<file path="src/rtl/rabf_pkg.sv">
package rabf_pkg;

  localparam int BLOCK_FRAMES    = 64;
  localparam int MAX_BLOCK_COUNT = 32;
  localparam int SLOT_COUNT      = MAX_BLOCK_COUNT + 1;
  localparam int STORE_DEPTH     = SLOT_COUNT * BLOCK_FRAMES;
  localparam int ADDR_W          = $clog2(STORE_DEPTH);
  localparam int POS_W           = $clog2(BLOCK_FRAMES);
  localparam int SLOT_W          = $clog2(SLOT_COUNT);
  localparam int CNT_W           = $clog2(MAX_BLOCK_COUNT + 1);
  localparam int SAMPLE_W        = 32;
  localparam int PCT_W           = 7;
  localparam int FULL_PCT        = 100;
  localparam int DIVD_W          = $clog2(FULL_PCT * MAX_BLOCK_COUNT + 1);
  localparam int DIV_CNT_W       = $clog2(DIVD_W + 1);
  localparam int RATE_W          = 4;
  localparam int REG_W           = 6;
  localparam int CFG_IDX_W       = 2;
  localparam int MODE_W          = 2;
  localparam int OUT_USER_W      = 3;
  localparam int OUT_DATA_W      = ((SAMPLE_W + PCT_W + 7) / 8) * 8;

  localparam logic [CFG_IDX_W-1:0] REG_RATE   = 2'd0;
  localparam logic [CFG_IDX_W-1:0] REG_MAX    = 2'd1;
  localparam logic [CFG_IDX_W-1:0] REG_PREBUF = 2'd2;

  localparam logic [RATE_W-1:0] RATE_RESET   = 4'd6;
  localparam logic [REG_W-1:0]  MAX_RESET    = 6'd32;
  localparam logic [REG_W-1:0]  PREBUF_RESET = 6'd10;

  typedef enum logic [MODE_W-1:0] {
    MODE_PUSH  = 2'd0,
    MODE_POP   = 2'd1,
    MODE_FLUSH = 2'd2,
    MODE_NONE  = 2'd3
  } mode_t;

  typedef enum logic [3:0] {
    S_IDLE,
    S_DECODE,
    S_PUSH,
    S_DIV_GO,
    S_DIV_WAIT,
    S_ST_WAIT,
    S_FRM_RD,
    S_FRM_LD,
    S_FRM_WAIT
  } state_t;

  typedef struct packed {
    logic latch;
    logic decode;
    logic copy_step;
    logic flush;
    logic pop_decide;
    logic div_start;
    logic load_status;
    logic frame_rd;
    logic load_frame;
    logic frame_next;
  } cmd_t;

  typedef struct packed {
    mode_t mode;
    logic  full;
    logic  copy_last;
    logic  div_busy;
    logic  out_fire;
    logic  frame_last;
  } stat_t;

  function automatic logic [RATE_W-1:0] rate_mult(input logic [RATE_W-1:0] sel);
    logic [RATE_W-1:0] m;
    unique case (sel)
      4'd0:    m = 4'd11;
      4'd1:    m = 4'd4;
      4'd2:    m = 4'd11;
      4'd3:    m = 4'd2;
      4'd4:    m = 4'd11;
      4'd5:    m = 4'd11;
      4'd8:    m = 4'd11;
      default: m = 4'd1;
    endcase
    return m;
  endfunction

  function automatic logic [RATE_W-1:0] rate_div(input logic [RATE_W-1:0] sel);
    logic [RATE_W-1:0] d;
    unique case (sel)
      4'd0:    d = 4'd2;
      4'd2:    d = 4'd4;
      4'd4:    d = 4'd6;
      4'd5:    d = 4'd8;
      4'd8:    d = 4'd12;
      default: d = 4'd1;
    endcase
    return d;
  endfunction

endpackage

</file>
<file path="src/rtl/rabf_ctrl.sv">
module rabf_ctrl (
  input  logic             clk,
  input  logic             rst_n,
  input  logic             in_tvalid,
  output logic             in_tready,
  input  rabf_pkg::stat_t  stat,
  output rabf_pkg::cmd_t   cmd
);
  import rabf_pkg::*;

  state_t state_r, state_nxt;

  always_ff @(posedge clk) begin
    if (!rst_n) begin
      state_r <= S_IDLE;
    end else begin
      state_r <= state_nxt;
    end
  end

  always_comb begin
    state_nxt = state_r;
    cmd       = '0;
    in_tready = 1'b0;
    unique case (state_r)
      S_IDLE: begin
        in_tready = 1'b1;
        if (in_tvalid) begin
          cmd.latch = 1'b1;
          state_nxt = S_DECODE;
        end
      end
      S_DECODE: begin
        cmd.decode = 1'b1;
        unique case (stat.mode)
          MODE_PUSH:  state_nxt = stat.full ? S_DIV_GO : S_PUSH;
          MODE_POP: begin
            cmd.pop_decide = 1'b1;
            state_nxt      = S_DIV_GO;
          end
          MODE_FLUSH: begin
            cmd.flush = 1'b1;
            state_nxt = S_DIV_GO;
          end
          MODE_NONE:  state_nxt = S_IDLE;
        endcase
      end
      S_PUSH: begin
        cmd.copy_step = 1'b1;
        if (stat.copy_last) begin
          state_nxt = S_DIV_GO;
        end
      end
      S_DIV_GO: begin
        cmd.div_start = 1'b1;
        state_nxt     = S_DIV_WAIT;
      end
      S_DIV_WAIT: begin
        if (!stat.div_busy) begin
          if (stat.mode == MODE_POP) begin
            state_nxt = S_FRM_RD;
          end else begin
            cmd.load_status = 1'b1;
            state_nxt       = S_ST_WAIT;
          end
        end
      end
      S_ST_WAIT: begin
        if (stat.out_fire) begin
          state_nxt = S_IDLE;
        end
      end
      S_FRM_RD: begin
        cmd.frame_rd = 1'b1;
        state_nxt    = S_FRM_LD;
      end
      S_FRM_LD: begin
        cmd.load_frame = 1'b1;
        state_nxt      = S_FRM_WAIT;
      end
      S_FRM_WAIT: begin
        if (stat.out_fire) begin
          if (stat.frame_last) begin
            state_nxt = S_IDLE;
          end else begin
            cmd.frame_next = 1'b1;
            state_nxt      = S_FRM_RD;
          end
        end
      end
      default: state_nxt = S_IDLE;
    endcase
  end

endmodule

</file>
<file path="config.mk">
export PLATFORM = sky130hd
export DESIGN_NAME = rabf_ctrl
export DESIGN_NICKNAME = d
export VERILOG_FILES = /design/src/rtl/rabf_pkg.sv /design/src/rtl/rabf_ctrl.sv
export SDC_FILE = /design/constraint.sdc
export NUM_CORES = 1
export LEC_CHECK = 0
export BUFFER_PORTS_ARGS = -buffer_cell sky130_fd_sc_hd__buf_2
export CAP_MARGIN = 0
export CORE_AREA = 2 2 39 41
export DETAILED_ROUTE_END_ITERATION = 8
export DIE_AREA = 0 0 41 43
export PLACE_DENSITY_LB_ADDON = 0.12
export SLEW_MARGIN = 20
export SYNTH_ARGS = -nofsm -noshare
export SYNTH_HDL_FRONTEND = slang
export SYNTH_SLANG_ARGS = --single-unit
</file>
<file path="constraint.sdc">
create_clock -name clk -period 1.8 [get_ports clk]
set_input_delay 0.18 -clock clk [delete_from_list [all_inputs] [get_ports clk]]
set_output_delay 0.18 -clock clk [all_outputs]
set_load 0.01 [all_outputs]
</file>
==> flow_summary.json <==
{
  "clock-root-buffer": "clkbuf_4",
  "avgSynthCellArea_um2": 7.85,
  "holdPathStages": 2,
  "maxCapViolCount": 0,
  "first_iter_violations": 6,
  "placedCellCount": 93,
  "p_leak_nw": 0.280,
  "hpwl_um": 883,
  "layout.nets": 96,
  "drt_pre_antenna_iters": 3,
  "diodes": 0,
  "cts_tree": "yes",
  "min_period_ps": 1630,
  "r2r_slack_ps": 320,
  "syn-num-nets": 73,
  "post_drt_wl_per_cell_um": 11.8,
  "post_cts_buffers": 0,
  "seq_area_frac_synth_pct": 17.3,
  "min-delay-path-class": "input port to flip-flop",
  "tightest_slew_ps": 389,
  "insertion_delay_ps": 230,
  "gp_congestion": 0.669,
  "peakVddDrop_mv": 0.324,
  "rows": 14,
  "synthTopCellsByArea": "dfxtp_1, ha_1, nand2b_1",
  "top_regs": "state_r (4)",
  "status": "finished, final reports clean",
  "r2r_cells": 3,
  "wl_um": 1130,
  "grtUsageTotal_pct": 14.5,
  "drive_gt1_share_pct": 37.5,
  "overflow": 0,
  "fin_setup_tns_ps": 0,
  "netlist_top_cells_count": "dfxtp_1, ha_1, nand2b_1, nor3_1",
  "largest_reg_flops": 4,
  "antenna_found_initial": 0,
  "viasPerCell": 5.31,
  "synth-async-reset-ratio_pct": 0,
  "setup.worst_path.class": "flip-flop to output pin",
  "cp_data_required_time_ps": 1620,
  "synth_top_area_share_pct": 17.3,
  "numCtsBuffers": 3,
  "port_buffers": 20,
  "clock_sinks": 4,
  "yosysTopAreaCell": "dfxtp_1",
  "relSlewSlack_pct": 73.7,
  "grt_pass1_wl_um": 1830,
  "ioPinCount": 21,
  "grt_max_degree": 16,
  "h-tree-depth": 1,
  "core_mm2": 0.00138,
  "drcViolationCount": 0,
  "clkTransAtPathRegs_ps": 40,
  "critPathLaunchType": "flip-flop",
  "synth-main-ff-cell": "dfxtp_1",
  "fmax_ghz": 0.614,
  "synth_cells": 59,
  "rsz0062_at_grt": "no",
  "chipWidth_um": 41,
  "crit_path_end_kind": "output pin",
  "crit_path_max_fanout": 11,
  "start_util_pct": 33.5,
  "crit_arrival_ps": 1450,
  "cts_buffer_depth": 2,
  "die_h_um": 43,
  "slew_viol_final": 0,
  "yosys_warnings": 0,
  "largest-register": "state_r",
  "synth_seq_cells": 4,
  "finalSetupViolCount": 0,
  "cts_hold_buf": 0,
  "hold_viol_final": 0,
  "syn_area_um2": 463,
  "netlist-cell-type-count": 29,
  "skew_ps": 0.257,
  "synth_edf_count": 0,
  "grt_pass1_vias": 429,
  "drtAntennaViolNets": 0,
  "stdcell_count": 96,
  "dr_total_vias": 510,
  "timing.final.crit_share_pct": 90.5,
  "die_area_mm2": 0.00176,
  "powerDensity_mw_per_mm2": 847,
  "area_delta_synth_final_pct": 30.3
}
per-layer routing:
metal	GRT usage, %	up-vias	share of wire [%]	wire, um
met2	22.8	12	49	554
met1	19.6	240	46	522
li1	-	258	-	-
met5	0	-	0	0
met4	4.00	0	0	0
met3	2.09	0	4.9	55
cell type report:
| cell class | instances | area, um2 |
|---|---|---|
| well taps | 16 | 20.0 |
| multi-input cells | 48 | 353 |
| fillers | 148 | 781 |
| inverters | 3 | 11.3 |
| clock buffers | 3 | 22.5 |
| repair buffers | 22 | 115 |
| flip-flops and latches | 4 | 81.3 |
path summary, 6_finish.rpt:
kind | to | from
max | cmd[9] | state_r[1]
min | state_r[3] | rst_n
max reg2reg | state_r[0] | state_r[2]
min reg2reg | state_r[0] | state_r[0]
power by group:
part | leakage, nW | internal [mW] | switching [mW]
registers | 0.0329 | 0.108 | 0.0548
clock network | 0.0138 | 0.0743 | 0.0321
logic | 0.233 | 0.123 | 0.119
logic make-up after synthesis:
group,share of synthesized area [%]
muxes,4.32
and+or+nand+nor,41.4
AOI/OAI and AO/OA,19.7
DFF,17.3
adders and majority gates,10.8
buffers and inverters,6.48
repair_timing:
action / 4_1_cts / 5_1_grt
endpoints found under the hold margin: 0 / 0
setup endpoints to repair: 0 / 2
gates resized for setup: 0 / 1
stage by stage:
stage          setup WS [ps]  utilization, %  hold slack (ps)  total power [mW]  cell area (um2)
6_report                 171            43.6              239             0.511              603
3_3_place_gp             317            41.9              480             0.400              579
3_5_place_dp             319            41.9              476             0.404              579
5_1_grt                 59.8            43.6              232             0.558              603
4_1_cts                 97.4            43.5              238             0.514              602
2_1_floorplan            270               -              298             0.327              463
cells in the final DEF (no fill, tap or decap), drive strengths merged, types with 2 or more instances in the layout:
master,netlist,final
nor3b,2,2
nand2b,4,4
ha,4,4
dfxtp,4,4
o22ai,3,3
nand2,3,3
o21ai,2,2
buf,3,22
clkbuf,1,3
o211ai,2,2
nor3,4,4
mux2i,2,2
a21oi,2,2
inv,3,3
and2,3,3
nor2,3,3
nor4,2,2
critical path, cell delays in order (launching register included):
cell,delay (ps)
dfxtp_1,420
or2_2,360
nor3_1,180
and2_1,140
buf_2,120
Power figures use the tool's default switching activity.
